File: src/design/kpl_pkg.sv
`timescale 1ns / 1ps
// ----------------------------------------------------------------------------
// kpl_pkg
// Shared types, codes and reset values of the keypad lock controller.
// ----------------------------------------------------------------------------
package kpl_pkg;

	// default sizing
	localparam int DEF_MAX_PIN_KEYS = 8;
	localparam int DEF_TIMER_BITS   = 17;

	// width used to compare lengths against the buffer depth
	localparam int LEN_CMP_W = 5;

	// event opcodes
	typedef enum logic [1:0] {
		OP_TICK = 2'd0,
		OP_KEY  = 2'd1,
		OP_VIB  = 2'd2,
		OP_CMD  = 2'd3
	} op_t;

	// lock modes
	typedef enum logic [2:0] {
		MODE_LOCKED   = 3'd0,
		MODE_UNLOCKED = 3'd1,
		MODE_AWAIT    = 3'd2,
		MODE_ADMIN    = 3'd3,
		MODE_MESSAGE  = 3'd4,
		MODE_ALARM    = 3'd5,
		MODE_START    = 3'd6
	} mode_t;

	// configuration register indexes
	typedef enum logic [2:0] {
		REG_MASTER_CODE   = 3'd0,
		REG_MASTER_LENGTH = 3'd1,
		REG_ADMIN_CODE    = 3'd2,
		REG_ADMIN_LENGTH  = 3'd3,
		REG_AUTOLOCK      = 3'd4,
		REG_ENTRY_TIMEOUT = 3'd5,
		REG_ADMIN_HOLD    = 3'd6,
		REG_MESSAGE       = 3'd7
	} reg_idx_t;

	// serial commands
	localparam logic [2:0] CMD_UNLOCK    = 3'd1;
	localparam logic [2:0] CMD_LOCK      = 3'd2;
	localparam logic [2:0] CMD_DISARM    = 3'd3;
	localparam logic [2:0] CMD_WIFI_UP   = 3'd4;
	localparam logic [2:0] CMD_WIFI_DOWN = 3'd5;

	// special keys
	localparam logic [3:0] KEY_STAR = 4'd14;
	localparam logic [3:0] KEY_HASH = 4'd15;

	// link status
	localparam logic [1:0] LINK_UNKNOWN = 2'd0;
	localparam logic [1:0] LINK_UP      = 2'd1;
	localparam logic [1:0] LINK_DOWN    = 2'd2;

	// notify pulses
	localparam logic [2:0] NOTIFY_NONE     = 3'd0;
	localparam logic [2:0] NOTIFY_LOCKED   = 3'd1;
	localparam logic [2:0] NOTIFY_UNLOCKED = 3'd2;
	localparam logic [2:0] NOTIFY_ADMIN    = 3'd3;
	localparam logic [2:0] NOTIFY_TAMPER   = 3'd4;

	// buzzer patterns
	localparam logic [2:0] BUZZ_NONE   = 3'd0;
	localparam logic [2:0] BUZZ_ALARM  = 3'd1;
	localparam logic [2:0] BUZZ_ADMIN  = 3'd2;
	localparam logic [2:0] BUZZ_ACCEPT = 3'd3;
	localparam logic [2:0] BUZZ_REJECT = 3'd4;

	// display screens
	localparam logic [3:0] DISP_NONE     = 4'd0;
	localparam logic [3:0] DISP_LOCKED   = 4'd1;
	localparam logic [3:0] DISP_UNLOCKED = 4'd2;
	localparam logic [3:0] DISP_ENTER    = 4'd3;
	localparam logic [3:0] DISP_ECHO     = 4'd4;
	localparam logic [3:0] DISP_ADMIN    = 4'd5;
	localparam logic [3:0] DISP_TIMEOUT  = 4'd6;
	localparam logic [3:0] DISP_WRONG    = 4'd7;
	localparam logic [3:0] DISP_TAMPER   = 4'd8;

	// configuration reset values
	localparam logic [31:0] RST_MASTER_CODE   = 32'h0000_4321;
	localparam logic [3:0]  RST_MASTER_LENGTH = 4'd4;
	localparam logic [31:0] RST_ADMIN_CODE    = 32'h0000_9999;
	localparam logic [3:0]  RST_ADMIN_LENGTH  = 4'd4;
	localparam logic [15:0] RST_AUTOLOCK      = 16'd10000;
	localparam logic [15:0] RST_ENTRY_TIMEOUT = 16'd10000;
	localparam logic [15:0] RST_ADMIN_HOLD    = 16'd5000;
	localparam logic [15:0] RST_MESSAGE       = 16'd2000;

	// configuration register file contents
	typedef struct packed {
		logic [31:0] master_code;
		logic [3:0]  master_length;
		logic [31:0] admin_code;
		logic [3:0]  admin_length;
		logic [15:0] autolock_ms;
		logic [15:0] entry_timeout_ms;
		logic [15:0] admin_hold_ms;
		logic [15:0] message_ms;
	} cfg_t;

	// pin buffer control from the step logic
	typedef struct packed {
		logic       clear;
		logic       push;
		logic [3:0] key;
	} buf_ctl_t;

	// pin buffer compare results
	typedef struct packed {
		logic hit_master;
		logic hit_admin;
	} buf_hit_t;

endpackage

File: src/design/kpl_cfg_regs.sv
`timescale 1ns / 1ps
// ----------------------------------------------------------------------------
// kpl_cfg_regs
// Configuration register file, one register written per handshake.
// ----------------------------------------------------------------------------
module kpl_cfg_regs
	import kpl_pkg::*;
(
	input  logic        clk,
	input  logic        arst_n,
	input  logic        wr_en,
	input  reg_idx_t    wr_index,
	input  logic [31:0] wr_data,
	output cfg_t        cfg
);

	cfg_t cfg_q;

	// register writes
	always_ff @(posedge clk or negedge arst_n) begin
		if (!arst_n) begin
			cfg_q.master_code      <= RST_MASTER_CODE;
			cfg_q.master_length    <= RST_MASTER_LENGTH;
			cfg_q.admin_code       <= RST_ADMIN_CODE;
			cfg_q.admin_length     <= RST_ADMIN_LENGTH;
			cfg_q.autolock_ms      <= RST_AUTOLOCK;
			cfg_q.entry_timeout_ms <= RST_ENTRY_TIMEOUT;
			cfg_q.admin_hold_ms    <= RST_ADMIN_HOLD;
			cfg_q.message_ms       <= RST_MESSAGE;
		end else if (wr_en) begin
			unique case (wr_index)
				REG_MASTER_CODE:   cfg_q.master_code      <= wr_data;
				REG_MASTER_LENGTH: cfg_q.master_length    <= wr_data[3:0];
				REG_ADMIN_CODE:    cfg_q.admin_code       <= wr_data;
				REG_ADMIN_LENGTH:  cfg_q.admin_length     <= wr_data[3:0];
				REG_AUTOLOCK:      cfg_q.autolock_ms      <= wr_data[15:0];
				REG_ENTRY_TIMEOUT: cfg_q.entry_timeout_ms <= wr_data[15:0];
				REG_ADMIN_HOLD:    cfg_q.admin_hold_ms    <= wr_data[15:0];
				REG_MESSAGE:       cfg_q.message_ms       <= wr_data[15:0];
				default: ;
			endcase
		end
	end

	assign cfg = cfg_q;

endmodule

File: src/design/kpl_pin_buffer.sv
`timescale 1ns / 1ps
// ----------------------------------------------------------------------------
// kpl_pin_buffer
// PIN entry buffer with fill count, overflow flag and parallel code compare.
// ----------------------------------------------------------------------------
module kpl_pin_buffer
	import kpl_pkg::*;
#(
	parameter int MAX_PIN_KEYS = DEF_MAX_PIN_KEYS
) (
	input  logic       clk,
	input  logic       arst_n,
	input  logic       en,
	input  buf_ctl_t   ctl,
	input  cfg_t       cfg,
	output buf_hit_t   hit,
	output logic [3:0] entry_count
);

	localparam int LEN_W = $clog2(MAX_PIN_KEYS + 1);
	localparam int IDX_W = (MAX_PIN_KEYS > 1) ? $clog2(MAX_PIN_KEYS) : 1;

	logic [3:0]       keys_q [MAX_PIN_KEYS];
	logic [LEN_W-1:0] len_q;
	logic             ovf_q;
	logic             full;

	assign full = (len_q >= LEN_W'(MAX_PIN_KEYS));

	// key storage, no reset needed
	always_ff @(posedge clk) begin
		if (en && ctl.push && !ctl.clear && !full) begin
			keys_q[len_q[IDX_W-1:0]] <= ctl.key;
		end
	end

	// fill count and overflow
	always_ff @(posedge clk or negedge arst_n) begin
		if (!arst_n) begin
			len_q <= '0;
			ovf_q <= 1'b0;
		end else if (en) begin
			if (ctl.clear) begin
				len_q <= '0;
				ovf_q <= 1'b0;
			end else if (ctl.push) begin
				if (full) begin
					ovf_q <= 1'b1;
				end else begin
					len_q <= len_q + LEN_W'(1);
				end
			end
		end
	end

	// per-key compare against both codes
	logic [MAX_PIN_KEYS-1:0] bad_master;
	logic [MAX_PIN_KEYS-1:0] bad_admin;

	for (genvar i = 0; i < MAX_PIN_KEYS; i++) begin : g_key
		logic [3:0] nib_master;
		logic [3:0] nib_admin;
		logic       used;
		if (i < 8) begin : g_nib
			assign nib_master = cfg.master_code[4*i +: 4];
			assign nib_admin  = cfg.admin_code[4*i +: 4];
		end else begin : g_zero
			assign nib_master = 4'd0;
			assign nib_admin  = 4'd0;
		end
		assign used          = (LEN_W'(i) < len_q);
		assign bad_master[i] = used && (keys_q[i] != nib_master);
		assign bad_admin[i]  = used && (keys_q[i] != nib_admin);
	end

	// whole-code match
	assign hit.hit_master = !ovf_q && !(|bad_master)
		&& (LEN_CMP_W'(cfg.master_length) == LEN_CMP_W'(len_q))
		&& (LEN_CMP_W'(cfg.master_length) <= LEN_CMP_W'(MAX_PIN_KEYS));
	assign hit.hit_admin = !ovf_q && !(|bad_admin)
		&& (LEN_CMP_W'(cfg.admin_length) == LEN_CMP_W'(len_q))
		&& (LEN_CMP_W'(cfg.admin_length) <= LEN_CMP_W'(MAX_PIN_KEYS));

	assign entry_count = 4'(len_q);

endmodule

File: src/design/kpl_step.sv
`timescale 1ns / 1ps
// ----------------------------------------------------------------------------
// kpl_step
// Per-event lock state machine: next state and result word for one event.
// ----------------------------------------------------------------------------
module kpl_step
	import kpl_pkg::*;
#(
	parameter int TIMER_BITS = DEF_TIMER_BITS
) (
	input  op_t                   opcode,
	input  logic [3:0]            key_code,
	input  logic [2:0]            command_code,
	input  logic                  door_closed,
	input  cfg_t                  cfg,
	input  buf_hit_t              hit,
	input  mode_t                 mode_q,
	input  logic [TIMER_BITS-1:0] elapsed_q,
	input  logic                  tamper_q,
	input  logic [1:0]            link_q,
	output mode_t                 mode_nxt,
	output logic [TIMER_BITS-1:0] elapsed_nxt,
	output logic                  tamper_nxt,
	output logic [1:0]            link_nxt,
	output buf_ctl_t              buf_ctl,
	output logic [2:0]            notify_code,
	output logic [2:0]            buzzer_code,
	output logic [3:0]            display_code
);

	logic                  is_key;
	logic                  is_cmd;
	logic [TIMER_BITS-1:0] elapsed_a;
	logic                  tamper_a;
	logic [1:0]            link_wifi;
	logic                  over_autolock;
	logic                  over_entry;
	logic                  over_admin;
	logic                  over_message;

	// event applied before the mode handler
	assign is_key    = (opcode == OP_KEY);
	assign is_cmd    = (opcode == OP_CMD);
	assign elapsed_a = ((opcode == OP_TICK) && !(&elapsed_q)) ?
		elapsed_q + TIMER_BITS'(1) : elapsed_q;
	assign tamper_a  = tamper_q || (opcode == OP_VIB);
	assign link_wifi = (command_code == CMD_WIFI_UP)   ? LINK_UP :
	                   (command_code == CMD_WIFI_DOWN) ? LINK_DOWN : link_q;

	// timer limits
	assign over_autolock = elapsed_a > TIMER_BITS'(cfg.autolock_ms);
	assign over_entry    = elapsed_a > TIMER_BITS'(cfg.entry_timeout_ms);
	assign over_admin    = elapsed_a > TIMER_BITS'(cfg.admin_hold_ms);
	assign over_message  = elapsed_a > TIMER_BITS'(cfg.message_ms);

	// next state
	always_comb begin
		mode_nxt    = mode_q;
		elapsed_nxt = elapsed_a;
		tamper_nxt  = tamper_a;
		link_nxt    = link_q;
		buf_ctl     = '0;
		buf_ctl.key = key_code;
		unique case (mode_q)
			MODE_LOCKED: begin
				if (tamper_a) begin
					mode_nxt   = MODE_ALARM;
					tamper_nxt = 1'b0;
				end else if (is_cmd && command_code == CMD_UNLOCK) begin
					mode_nxt      = MODE_UNLOCKED;
					buf_ctl.clear = 1'b1;
					elapsed_nxt   = '0;
				end else begin
					if (is_cmd) begin
						link_nxt = link_wifi;
					end
					if (is_key) begin
						buf_ctl.push = 1'b1;
						mode_nxt     = MODE_AWAIT;
						elapsed_nxt  = '0;
					end
				end
			end
			MODE_UNLOCKED: begin
				if (is_cmd && command_code == CMD_LOCK) begin
					mode_nxt      = MODE_LOCKED;
					buf_ctl.clear = 1'b1;
				end else begin
					if (is_cmd) begin
						link_nxt = link_wifi;
					end
					if (over_autolock && door_closed) begin
						mode_nxt      = MODE_LOCKED;
						buf_ctl.clear = 1'b1;
					end
				end
			end
			MODE_AWAIT: begin
				if (is_key) begin
					elapsed_nxt = '0;
					if (key_code == KEY_HASH) begin
						if (hit.hit_master) begin
							mode_nxt      = MODE_UNLOCKED;
							buf_ctl.clear = 1'b1;
						end else if (hit.hit_admin) begin
							mode_nxt = MODE_ADMIN;
						end else begin
							mode_nxt = MODE_MESSAGE;
						end
					end else if (key_code == KEY_STAR) begin
						mode_nxt      = MODE_LOCKED;
						buf_ctl.clear = 1'b1;
					end else begin
						buf_ctl.push = 1'b1;
					end
				end else if (over_entry) begin
					mode_nxt    = MODE_MESSAGE;
					elapsed_nxt = '0;
				end
			end
			MODE_ADMIN: begin
				if (over_admin) begin
					mode_nxt      = MODE_LOCKED;
					buf_ctl.clear = 1'b1;
				end
			end
			MODE_MESSAGE: begin
				if (over_message) begin
					mode_nxt      = MODE_LOCKED;
					buf_ctl.clear = 1'b1;
				end
			end
			MODE_ALARM: begin
				if (is_cmd && command_code == CMD_DISARM) begin
					mode_nxt      = MODE_LOCKED;
					buf_ctl.clear = 1'b1;
				end
			end
			default: begin
				buf_ctl.clear = 1'b1;
				if (door_closed) begin
					mode_nxt = MODE_LOCKED;
				end else begin
					mode_nxt    = MODE_UNLOCKED;
					elapsed_nxt = '0;
				end
			end
		endcase
	end

	// result word
	always_comb begin
		notify_code  = NOTIFY_NONE;
		buzzer_code  = BUZZ_NONE;
		display_code = DISP_NONE;
		unique case (mode_q)
			MODE_LOCKED: begin
				if (tamper_a) begin
					display_code = DISP_TAMPER;
					notify_code  = NOTIFY_TAMPER;
				end else if (is_cmd && command_code == CMD_UNLOCK) begin
					display_code = DISP_UNLOCKED;
					notify_code  = NOTIFY_UNLOCKED;
				end else if (is_key) begin
					display_code = DISP_ENTER;
				end
			end
			MODE_UNLOCKED: begin
				if ((is_cmd && command_code == CMD_LOCK) || (over_autolock && door_closed)) begin
					display_code = DISP_LOCKED;
					notify_code  = NOTIFY_LOCKED;
				end
			end
			MODE_AWAIT: begin
				if (is_key) begin
					if (key_code == KEY_HASH) begin
						if (hit.hit_master) begin
							buzzer_code  = BUZZ_ACCEPT;
							display_code = DISP_UNLOCKED;
							notify_code  = NOTIFY_UNLOCKED;
						end else if (hit.hit_admin) begin
							buzzer_code  = BUZZ_ADMIN;
							display_code = DISP_ADMIN;
							notify_code  = NOTIFY_ADMIN;
						end else begin
							buzzer_code  = BUZZ_REJECT;
							display_code = DISP_WRONG;
						end
					end else if (key_code == KEY_STAR) begin
						display_code = DISP_LOCKED;
						notify_code  = NOTIFY_LOCKED;
					end else begin
						display_code = DISP_ECHO;
					end
				end else if (over_entry) begin
					display_code = DISP_TIMEOUT;
				end
			end
			MODE_ADMIN: begin
				if (over_admin) begin
					display_code = DISP_LOCKED;
					notify_code  = NOTIFY_LOCKED;
				end
			end
			MODE_MESSAGE: begin
				if (over_message) begin
					display_code = DISP_LOCKED;
					notify_code  = NOTIFY_LOCKED;
				end
			end
			MODE_ALARM: begin
				buzzer_code = BUZZ_ALARM;
				if (is_cmd && command_code == CMD_DISARM) begin
					display_code = DISP_LOCKED;
					notify_code  = NOTIFY_LOCKED;
				end
			end
			default: begin
				if (door_closed) begin
					display_code = DISP_LOCKED;
					notify_code  = NOTIFY_LOCKED;
				end else begin
					display_code = DISP_UNLOCKED;
					notify_code  = NOTIFY_UNLOCKED;
				end
			end
		endcase
	end

endmodule

File: src/design/keypad_lock_controller.sv
`timescale 1ns / 1ps
// ----------------------------------------------------------------------------
// keypad_lock_controller
// Keypad door-lock controller: one event word in, one result word out.
// ----------------------------------------------------------------------------
// Usage:
//   Input channel (in_valid / in_stall) carries one event word: a tick, a key
//   press, a vibration or a serial command, plus the door-closed level.
//   Output channel (out_valid / out_stall) returns exactly one result word per
//   event, in order: mode, bolt and lamp levels, notify, buzzer and display
//   pulses, PIN buffer fill and link status.
//   Configuration (cfg_valid / cfg_ready) writes one register per handshake;
//   cfg_ready is always high. Write only while no event is in flight.
// Path: an event taken goes to the input register, then to the result register,
//   where its result word is presented and waits until it is taken.
// Throughput: one event per cycle while out_stall is low; the state update
//   between the input register and the result register is combinational.
// Reset: mode starts in the start state; the first event resolves it from
//   the door level. Counters, flags and link status clear, registers load
//   their defaults.
// Stall: a stalled result holds in the result register; one more event waits
//   in the input register, after which in_stall rises until the result moves.
// ----------------------------------------------------------------------------
module keypad_lock_controller
	import kpl_pkg::*;
#(
	parameter int MAX_PIN_KEYS = DEF_MAX_PIN_KEYS,
	parameter int TIMER_BITS   = DEF_TIMER_BITS
) (
	input  logic        clk,
	input  logic        arst_n,
	// event channel
	input  logic        in_valid,
	output logic        in_stall,
	input  logic [1:0]  opcode,
	input  logic [3:0]  key_code,
	input  logic [2:0]  command_code,
	input  logic        door_closed,
	// result channel
	output logic        out_valid,
	input  logic        out_stall,
	output logic [2:0]  mode,
	output logic        bolt_locked,
	output logic        red_led,
	output logic [2:0]  notify_code,
	output logic [2:0]  buzzer_code,
	output logic [3:0]  display_code,
	output logic [3:0]  entry_count,
	output logic [1:0]  wifi_status,
	// configuration write channel
	input  logic        cfg_valid,
	output logic        cfg_ready,
	input  logic [2:0]  cfg_index,
	input  logic [31:0] cfg_data
);

	// handshake control
	logic valid_s1;
	logic valid_s2;
	logic s2_free;
	logic advance;
	logic take_in;

	assign s2_free  = !valid_s2 || !out_stall;
	assign advance  = valid_s1 && s2_free;
	assign in_stall = valid_s1 && !s2_free;
	assign take_in  = in_valid && !in_stall;

	// configuration
	cfg_t cfg;

	assign cfg_ready = 1'b1;

	kpl_cfg_regs u_cfg (
		.clk      (clk),
		.arst_n   (arst_n),
		.wr_en    (cfg_valid && cfg_ready),
		.wr_index (reg_idx_t'(cfg_index)),
		.wr_data  (cfg_data),
		.cfg      (cfg)
	);

	// input register
	op_t        opcode_s1;
	logic [3:0] key_code_s1;
	logic [2:0] command_code_s1;
	logic       door_closed_s1;

	always_ff @(posedge clk or negedge arst_n) begin
		if (!arst_n) begin
			valid_s1 <= 1'b0;
		end else if (take_in) begin
			valid_s1 <= 1'b1;
		end else if (advance) begin
			valid_s1 <= 1'b0;
		end
	end

	always_ff @(posedge clk) begin
		if (take_in) begin
			opcode_s1       <= op_t'(opcode);
			key_code_s1     <= key_code;
			command_code_s1 <= command_code;
			door_closed_s1  <= door_closed;
		end
	end

	// lock state
	mode_t                 mode_q;
	logic [TIMER_BITS-1:0] elapsed_q;
	logic                  tamper_q;
	logic [1:0]            link_q;

	mode_t                 mode_nxt;
	logic [TIMER_BITS-1:0] elapsed_nxt;
	logic                  tamper_nxt;
	logic [1:0]            link_nxt;
	buf_ctl_t              buf_ctl;
	buf_hit_t              hit;
	logic [3:0]            count_nxt;
	logic [2:0]            notify_nxt;
	logic [2:0]            buzzer_nxt;
	logic [3:0]            display_nxt;

	kpl_pin_buffer #(
		.MAX_PIN_KEYS (MAX_PIN_KEYS)
	) u_buf (
		.clk         (clk),
		.arst_n      (arst_n),
		.en          (advance),
		.ctl         (buf_ctl),
		.cfg         (cfg),
		.hit         (hit),
		.entry_count (count_nxt)
	);

	kpl_step #(
		.TIMER_BITS (TIMER_BITS)
	) u_step (
		.opcode       (opcode_s1),
		.key_code     (key_code_s1),
		.command_code (command_code_s1),
		.door_closed  (door_closed_s1),
		.cfg          (cfg),
		.hit          (hit),
		.mode_q       (mode_q),
		.elapsed_q    (elapsed_q),
		.tamper_q     (tamper_q),
		.link_q       (link_q),
		.mode_nxt     (mode_nxt),
		.elapsed_nxt  (elapsed_nxt),
		.tamper_nxt   (tamper_nxt),
		.link_nxt     (link_nxt),
		.buf_ctl      (buf_ctl),
		.notify_code  (notify_nxt),
		.buzzer_code  (buzzer_nxt),
		.display_code (display_nxt)
	);

	always_ff @(posedge clk or negedge arst_n) begin
		if (!arst_n) begin
			mode_q    <= MODE_START;
			elapsed_q <= '0;
			tamper_q  <= 1'b0;
			link_q    <= LINK_UNKNOWN;
		end else if (advance) begin
			mode_q    <= mode_nxt;
			elapsed_q <= elapsed_nxt;
			tamper_q  <= tamper_nxt;
			link_q    <= link_nxt;
		end
	end

	// result register
	mode_t      mode_s2;
	logic [2:0] notify_s2;
	logic [2:0] buzzer_s2;
	logic [3:0] display_s2;
	logic [1:0] link_s2;
	logic       buf_clear_s2;
	logic       buf_push_s2;

	always_ff @(posedge clk or negedge arst_n) begin
		if (!arst_n) begin
			valid_s2 <= 1'b0;
		end else if (s2_free) begin
			valid_s2 <= valid_s1;
		end
	end

	always_ff @(posedge clk) begin
		if (advance) begin
			mode_s2      <= mode_nxt;
			notify_s2    <= notify_nxt;
			buzzer_s2    <= buzzer_nxt;
			display_s2   <= display_nxt;
			link_s2      <= link_nxt;
			buf_clear_s2 <= buf_ctl.clear;
			buf_push_s2  <= buf_ctl.push;
		end
	end

	// buffer fill after the step is read straight from the buffer counter,
	// which only moves when the held result moves on
	logic [3:0] count_s2;

	assign count_s2 = count_nxt;

	// output word
	assign out_valid    = valid_s2;
	assign mode         = mode_s2;
	assign bolt_locked  = (mode_s2 != MODE_UNLOCKED);
	assign red_led      = (mode_s2 != MODE_UNLOCKED);
	assign notify_code  = notify_s2;
	assign buzzer_code  = buzzer_s2;
	assign display_code = display_s2;
	assign entry_count  = (buf_clear_s2 && !buf_push_s2) ? 4'd0 : count_s2;
	assign wifi_status  = link_s2;

endmodule

File: config.mk
export PLATFORM = sky130hd
export DESIGN_NAME = keypad_lock_controller
export DESIGN_NICKNAME = d
export VERILOG_FILES = /design/src/design/kpl_pkg.sv /design/src/design/kpl_cfg_regs.sv /design/src/design/kpl_pin_buffer.sv /design/src/design/kpl_step.sv /design/src/design/keypad_lock_controller.sv
export SDC_FILE = /design/constraint.sdc
export NUM_CORES = 1
export LEC_CHECK = 0
export BUFFER_PORTS_ARGS = -buffer_cell sky130_fd_sc_hd__buf_2
export CAP_MARGIN = 20
export CORE_AREA = 10 10 158 160
export DETAILED_ROUTE_END_ITERATION = 7
export DIE_AREA = 0 0 168 170
export GPL_TIMING_DRIVEN = 0
export PLACE_DENSITY = 0.85
export SLEW_MARGIN = 0
export SYNTH_ARGS = -nofsm -noshare
export SYNTH_HDL_FRONTEND = slang
export SYNTH_SLANG_ARGS = --single-unit
File: constraint.sdc
create_clock -name clk -period 4.45 [get_ports clk]
set_input_delay 0.89 -clock clk [delete_from_list [all_inputs] [get_ports clk]]
set_output_delay 0.89 -clock clk [all_outputs]
set_load 0.005 [all_outputs]
Yosys cells after proc, flatten, opt, wreduce, memory -nomap -nowiden
Memory sizes are Yosys's and may differ from the RTL's.
Index checks and enable logic that the tools add are counted.
Storage, ports and cells
  memory bits (read-only): 0
  latch bits: 0
  memory bits (writable): 32
  output and inout port bits: 24
  flip-flop bits (word level): 193
  memories: 1
Memory list
  u_buf.keys_q: depth 8, bits a word 4, read ports 8, clocked after memory_dff 0, wr ports 1, line kpl_pin_buffer.sv:23  | logic [3:0] keys_q [MAX_PIN_KEYS];
Operators by class
  shift-type cells: 0
  reductions and logical operators: 68
  add/subtract/negate cells: 2
  div/mod/pow operators: 0
  multiply operators: 0
  muxes and demuxes: 93
  $lt $le $gt $ge: 15
  eq/ne operators: 42
  bitwise operators: 0
Operators by type and width (number)
  $mux W17: 7
  $mux W3: 24
  $gt A17 B16 Y1: 4
  $ne A4 B4 Y1: 16
  $pmux W17 S3: 1
  $mux W4: 9
  $pmux W3 S6: 2
  $logic_and A1 B1 Y1: 34
  $mux W1: 31
  $mux W2: 14
  $eq A3 B3 Y1 const B: 8
  $pmux W4 S6: 1
  $eq A3 B2 Y1 const B: 6
  $add A17 B1 Y17 const B: 1
  $reduce_and A17 Y1: 1
  $lt A3 B4 Y1 const A: 4
  $reduce_and A2 Y1: 8
  $reduce_or A8 Y1: 2
  $logic_not A1 Y1: 11
  $eq A3 B1 Y1 const B: 3
  $eq A4 B4 Y1: 2
  $eq A4 B4 Y1 const B: 2
  $le A4 B4 Y1 const B: 2
  $lt A1 B4 Y1 const A: 2
  other kinds (17): 25

Logic depth before layout (Yosys ltp)
An unclocked memory read counts as a cell.
  depth in word-level cells: 17
  mapped depth: 21
  mapped depth without buffers: 19

By module
Synthesis repeated with hierarchy kept, for this count alone.
Second synthesis, totals
  cell total of the unflattened synthesis: 974
  area, all modules: 11918.9 µm²
Modules (own cells, without submodules)
  kpl_cfg_regs: cells an instance 296, area each 5237.5 µm², times used 1, seq. area each 3448.3 µm²
  kpl_step: cells an instance 385, area each 2615.0 µm², times used 1, seq. area each 0.0 µm²
  kpl_pin_buffer: cells an instance 201, area each 2238.4 µm², times used 1, seq. area each 1086.0 µm²
  keypad_lock_controller: cells an instance 92, area each 1828.0 µm², times used 1, seq. area each 1438.9 µm²

Worst setup path before layout
OpenSTA, ideal clock, no wires.
  kind: reg2reg
  from: register elapsed_q[6]
  to: register notify_s2[0] (netlist: notify_code[0]), data pin
  arrival: 4.427 ns
  period minus slack after synthesis: 4.710 ns
  setup time: 0.283 ns
  path slack: -0.260 ns
  cell stages (with the launch flop): 21
  cell sequence: dfrtp_1 > clkbuf_1 > nand4_1 > or2_2 > clkbuf_1 > nor4_1 > ha_1 > nor3_4 > and4_1 > nand4_1 > nor2_1 > and3_1 > xor2_1 > ha_1 > a21oi_1 > nand2_1 > a2111o_1 > a221oi_1 > o31ai_1 > nor3b_2 > o311ai_0
Between the ends
  word-level cells in the longest chain between the ends: 9
  elaborated cells between the ends (all ways): 14
RTL lines
  from (decl): line keypad_lock_controller.sv:110  | logic [TIMER_BITS-1:0] elapsed_q;
  from (signal assigned): line keypad_lock_controller.sv:168  | elapsed_q <= elapsed_nxt;
  parallel branches: the longest is 3 deep, another holds $add A17 B1 Y17
  $mux W17 (*): line kpl_step.sv:44  | assign elapsed_a = ((opcode == OP_TICK) && !(&elapsed_q)) ?
  $gt A17 B16 Y1: line kpl_step.sv:51  | assign over_autolock = elapsed_a > TIMER_BITS'(cfg.autolock_ms);
  $logic_and A1 B1 Y1: line kpl_step.sv:169  | if ((is_cmd && command_code == CMD_LOCK) || (over_autolock && door_closed)) begin
  $logic_or A1 B1 Y1: line kpl_step.sv:169
  $mux W1: line kpl_step.sv:169
  $pmux W3 S6 (*): line kpl_step.sv:156  | unique case (mode_q)
  net notify_nxt[0]: line keypad_lock_controller.sv:121  | logic [2:0] notify_nxt;
  to (signal assigned): line keypad_lock_controller.sv:194  | notify_s2 <= notify_nxt;
  to (decl): line keypad_lock_controller.sv:176  | logic [2:0] notify_s2;
Mark *: on every way through the listed nets, which the timed path passes.
A chain may end at the register's enable or synchronous reset.

Worst setup path in the final report
  from: register elapsed_q[6]
  to: register mode_q[0]
Between the ends
  word-level cells in the longest chain between the ends: 9
  elaborated cells between the ends (all ways): 17
RTL lines
  parallel branches: the longest is 3 deep, another holds $add A17 B1 Y17
  $mux W17 (*): line kpl_step.sv:44
  $gt A17 B16 Y1: line kpl_step.sv:51
  $logic_and A1 B1 Y1: line kpl_step.sv:92  | if (over_autolock && door_closed) begin
  $mux W3: line kpl_step.sv:92
  $mux W3: line kpl_step.sv:85  | if (is_cmd && command_code == CMD_LOCK) begin
  $pmux W3 S6 (*): line kpl_step.sv:64  | unique case (mode_q)
  net mode_nxt[0]: line keypad_lock_controller.sv:114  | mode_t mode_nxt;
  to (signal assigned): line keypad_lock_controller.sv:167  | mode_q <= mode_nxt;
  to (decl): line keypad_lock_controller.sv:109  | mode_t mode_q;
Marks and branches as above.

==> metrics.txt <==
final critical path time including I/O delays and setup=4.57 ns; flop and latch count out of synthesis=224; critical setup path kind=register to register; detailed-routing iteration count for the pre-antenna-repair pass=5; required time reported for the critical path endpoint=4.88 ns; global routing met2 resource utilization=0.347; clock tree from TritonCTS=done; commonest cells after routing, fill and taps aside=sky130_fd_sc_hd__mux2_2, sky130_fd_sc_hd__dfrtp_1, sky130_fd_sc_hd__inv_1; placed wire-length estimate after detailed placement=21000 µm; global routing usage on met3=0.0405; final worst-path setup slack=-0.116 ns; violations in the final reports=negative setup slack; Critical Path, Cell by Cell=nand4_1, or2_4, nor4_4, ha_4, buf_12, nor4_4, nand3_2, nor2_1, xor2_2, buf_4, buf_4, ha_1, nand4_1, nor3_4, a221oi_4, o21a_1, or4_4, mux2_4; result of the run=finished, violations left; fin cells=1462; antenna cells=0; Worst Skew=0.0100 ns; largest incremental delay on the critical path=0.55 ns; count of standard-cell rows=54; capturing element type of the critical path=register; top flip-flop cell by instance count after synthesis=sky130_fd_sc_hd__dfrtp_1; Worst-Margin Slew=0.845 ns; routed length per instance=22.3 µm; Overflow after GRT=0; worst-case clock buffer depth=3; Crit. Startpoint=elapsed_q[6]; mean number of vias per cell=6.11; Floorplan Core Area=21700 µm²; Max Transition Viols Final=0; synthesized net count=1131; via count=8930; element type at the critical path start=register; Max-slew headroom=0.437; total standard cell area after synthesis=11700 µm²; pin count of the biggest net entering global routing=129; Layout Area Growth over Synthesis=22.8%; worst vdd rail ir drop=0.272 mV; area of the die=28600 µm²; min-delay worst type=input port to async pin; R2R Path Start=elapsed_q[6]; I/O Pins=74; final worst-path cycle share=1.03; Filler Cell Count=1483; effective utilization at floorplan=0.541; count of unique library cells instantiated by Yosys=74; number of port buffers=69; Die Y-Extent=170 µm; total placed cells including tap cells=1363; Worst-Skew Late Latency=0.54 ns; power per cell area=495 nW/µm²; number of flops mapped to enable cells by yosys=58; cell count after synthesis=1012; number of DRC violations after detailed-routing iteration 0=756; unrepaired setup endpoints after global routing=yes; arrival time at the worst endpoint=4.99 ns; overall die width=168 µm; syn avg cell area=11.6 µm²; Post-CTS Hold Fix Bufs=0; count of H-tree levels built during CTS=1; via count of the first global-routing pass=9054; sequential share of the synthesized area=0.506; slowest CP cell=sky130_fd_sc_hd__or4_4; clk slew on worst S/H paths=0.07 ns; met1 Use GR=0.261; proportion of register bits with asynchronous set or reset after synthesis=0.741; sinks on the clock net=224; static leakage power=0.00624 µW; fraction of final layout cells with drive strength greater than 1=0.358; global-route wire length before repair=48600 µm; antenna violations before repair=0; number of endpoints failing setup at the final stage=21; top fanout value on the critical path=5; pre-CTS setup slack=-1.09 ns; cts bufs inserted=25; commonest non-fill, non-tap cell in the layout=sky130_fd_sc_hd__mux2_2; total routing usage reported by global routing=0.209; number of max-cap violations=0; CTS root buf=sky130_fd_sc_hd__clkbuf_16; Top Usage Layer GRT=met2; detailed-route DRC error count=0; Synthesis Warnings=0; antenna viol nets, final=0; Final #Nets=1282; Max Freq=219 MHz; post-layout power=7140 µW; Hold Violations, Final=0; routability congestion estimate=0.944; Total Wirelength=32500 µm
## power breakdown
| part | internal, µW | switching, µW | total, µW | leakage (µW) |
|---|---|---|---|---|
| Sequential | 2560 | 273 | 2830 | 0.00250 |
| Clock | 1410 | 859 | 2260 | 0.000443 |
| Combinational | 903 | 1140 | 2040 | 0.00330 |
| Total | 4870 | 2270 | 7140 | 0.00624 |
## final timing paths
kind,end,slack (ns),cells after the start
max,mode_q[0],-0.12,18
min,u_cfg.cfg[122],0.23,1
max reg2reg,mode_q[0],-0.12,18
min in group clk,out_valid,0.49,1
min reg2reg,out_valid,0.49,1
max in group asynchronous,u_cfg.cfg[38],3.29,2
## metal layers
metal	routed length, µm	part of all wire
met5	0	0
met4	1380	0.043
met3	2880	0.088
met2	15700	0.48
met1	12600	0.39
## registers in the layout (all words and copies together), names as in the netlist, 2 cells and up
register           cells
u_cfg.cfg            136
u_buf.keys_q          32
link_q                 2
notify_code            3
command_code_s1        3
u_buf.entry_count      4
key_code_s1            4
mode                   3
wifi_status            2
mode_q                 3
opcode_s1              2
buzzer_code            3
elapsed_q             17
display_code           3
## worst max-delay path: cells and delay by family (launching register included)
family | cells | cell delay [ns]
compound gates | 2 | 0.33
xor+xnor | 1 | 0.18
fa+ha+maj | 2 | 0.55
buf+inv | 3 | 0.43
flops | 1 | 0.38
mux | 1 | 0.28
simple gates | 9 | 2.31
## logic make-up after synthesis
logic type	after synthesis	synth area share
simple gates	231	0.103
mux	128	0.123
buf+inv	112	0.0388
other cells	1	0.000320
flops	224	0.506
xor+xnor	84	0.0627
compound gates	163	0.0918
fa+ha+maj	69	0.0736
## timing repair
action,CTS,global route
setup buffers,16,37
gates cloned,1,1
pin swaps,13,45
resized for setup,46,68
endpoints found under the setup margin,33,33
## cell usage after synthesis (all sizes together), types with 7 or more instances
cell	n	share of area
clkbuf	26	0.0083
xnor2	50	0.037
mux2	127	0.12
nor4	9	0.0048
edfxtp	58	0.15
buf	10	0.0062
nand3	22	0.0094
a21oi	38	0.016
o21ai	54	0.023
ha	69	0.074
xor2	34	0.025
inv	76	0.024
dfstp	38	0.085
dfrtp	128	0.27
nand4	19	0.010
a21o	9	0.0058
nor2	37	0.012
nand2	68	0.022
nor3	19	0.0091
nor2b	9	0.0048
nand2b	7	0.0037
## layout make-up
| class | count | area, µm² | share of cell area |
|---|---|---|---|
| flip-flops and latches | 224 | 5950 | 0.413 |
| multi-input cells | 677 | 5910 | 0.410 |
| repair buffers | 125 | 855 | 0.0593 |
| clock buffers | 32 | 662 | 0.0459 |
| well taps | 280 | 350 | 0.0243 |
| inverters | 76 | 285 | 0.0198 |
| clock inverters | 14 | 235 | 0.0163 |
| plain buffers | 34 | 169 | 0.0117 |
## per-stage QoR
| step | setup TNS (ns) | hold slack [ns] | cell area, µm² | util |
|---|---|---|---|---|
| 2_1_floorplan | 0 | 0.456 | 11800 | - |
| 3_3_place_gp | -30.21 | 0.470 | 12500 | 0.574 |
| 4_1_cts | 0 | 0.233 | 13800 | 0.637 |
| 5_1_grt | -5.32 | 0.241 | 14400 | 0.665 |
| 6_report | -0.682 | 0.227 | 14400 | 0.665 |
| 3_5_place_dp | -29.83 | 0.493 | 12500 | 0.577 |
Note: power is estimated with default switching activity, not from simulation.
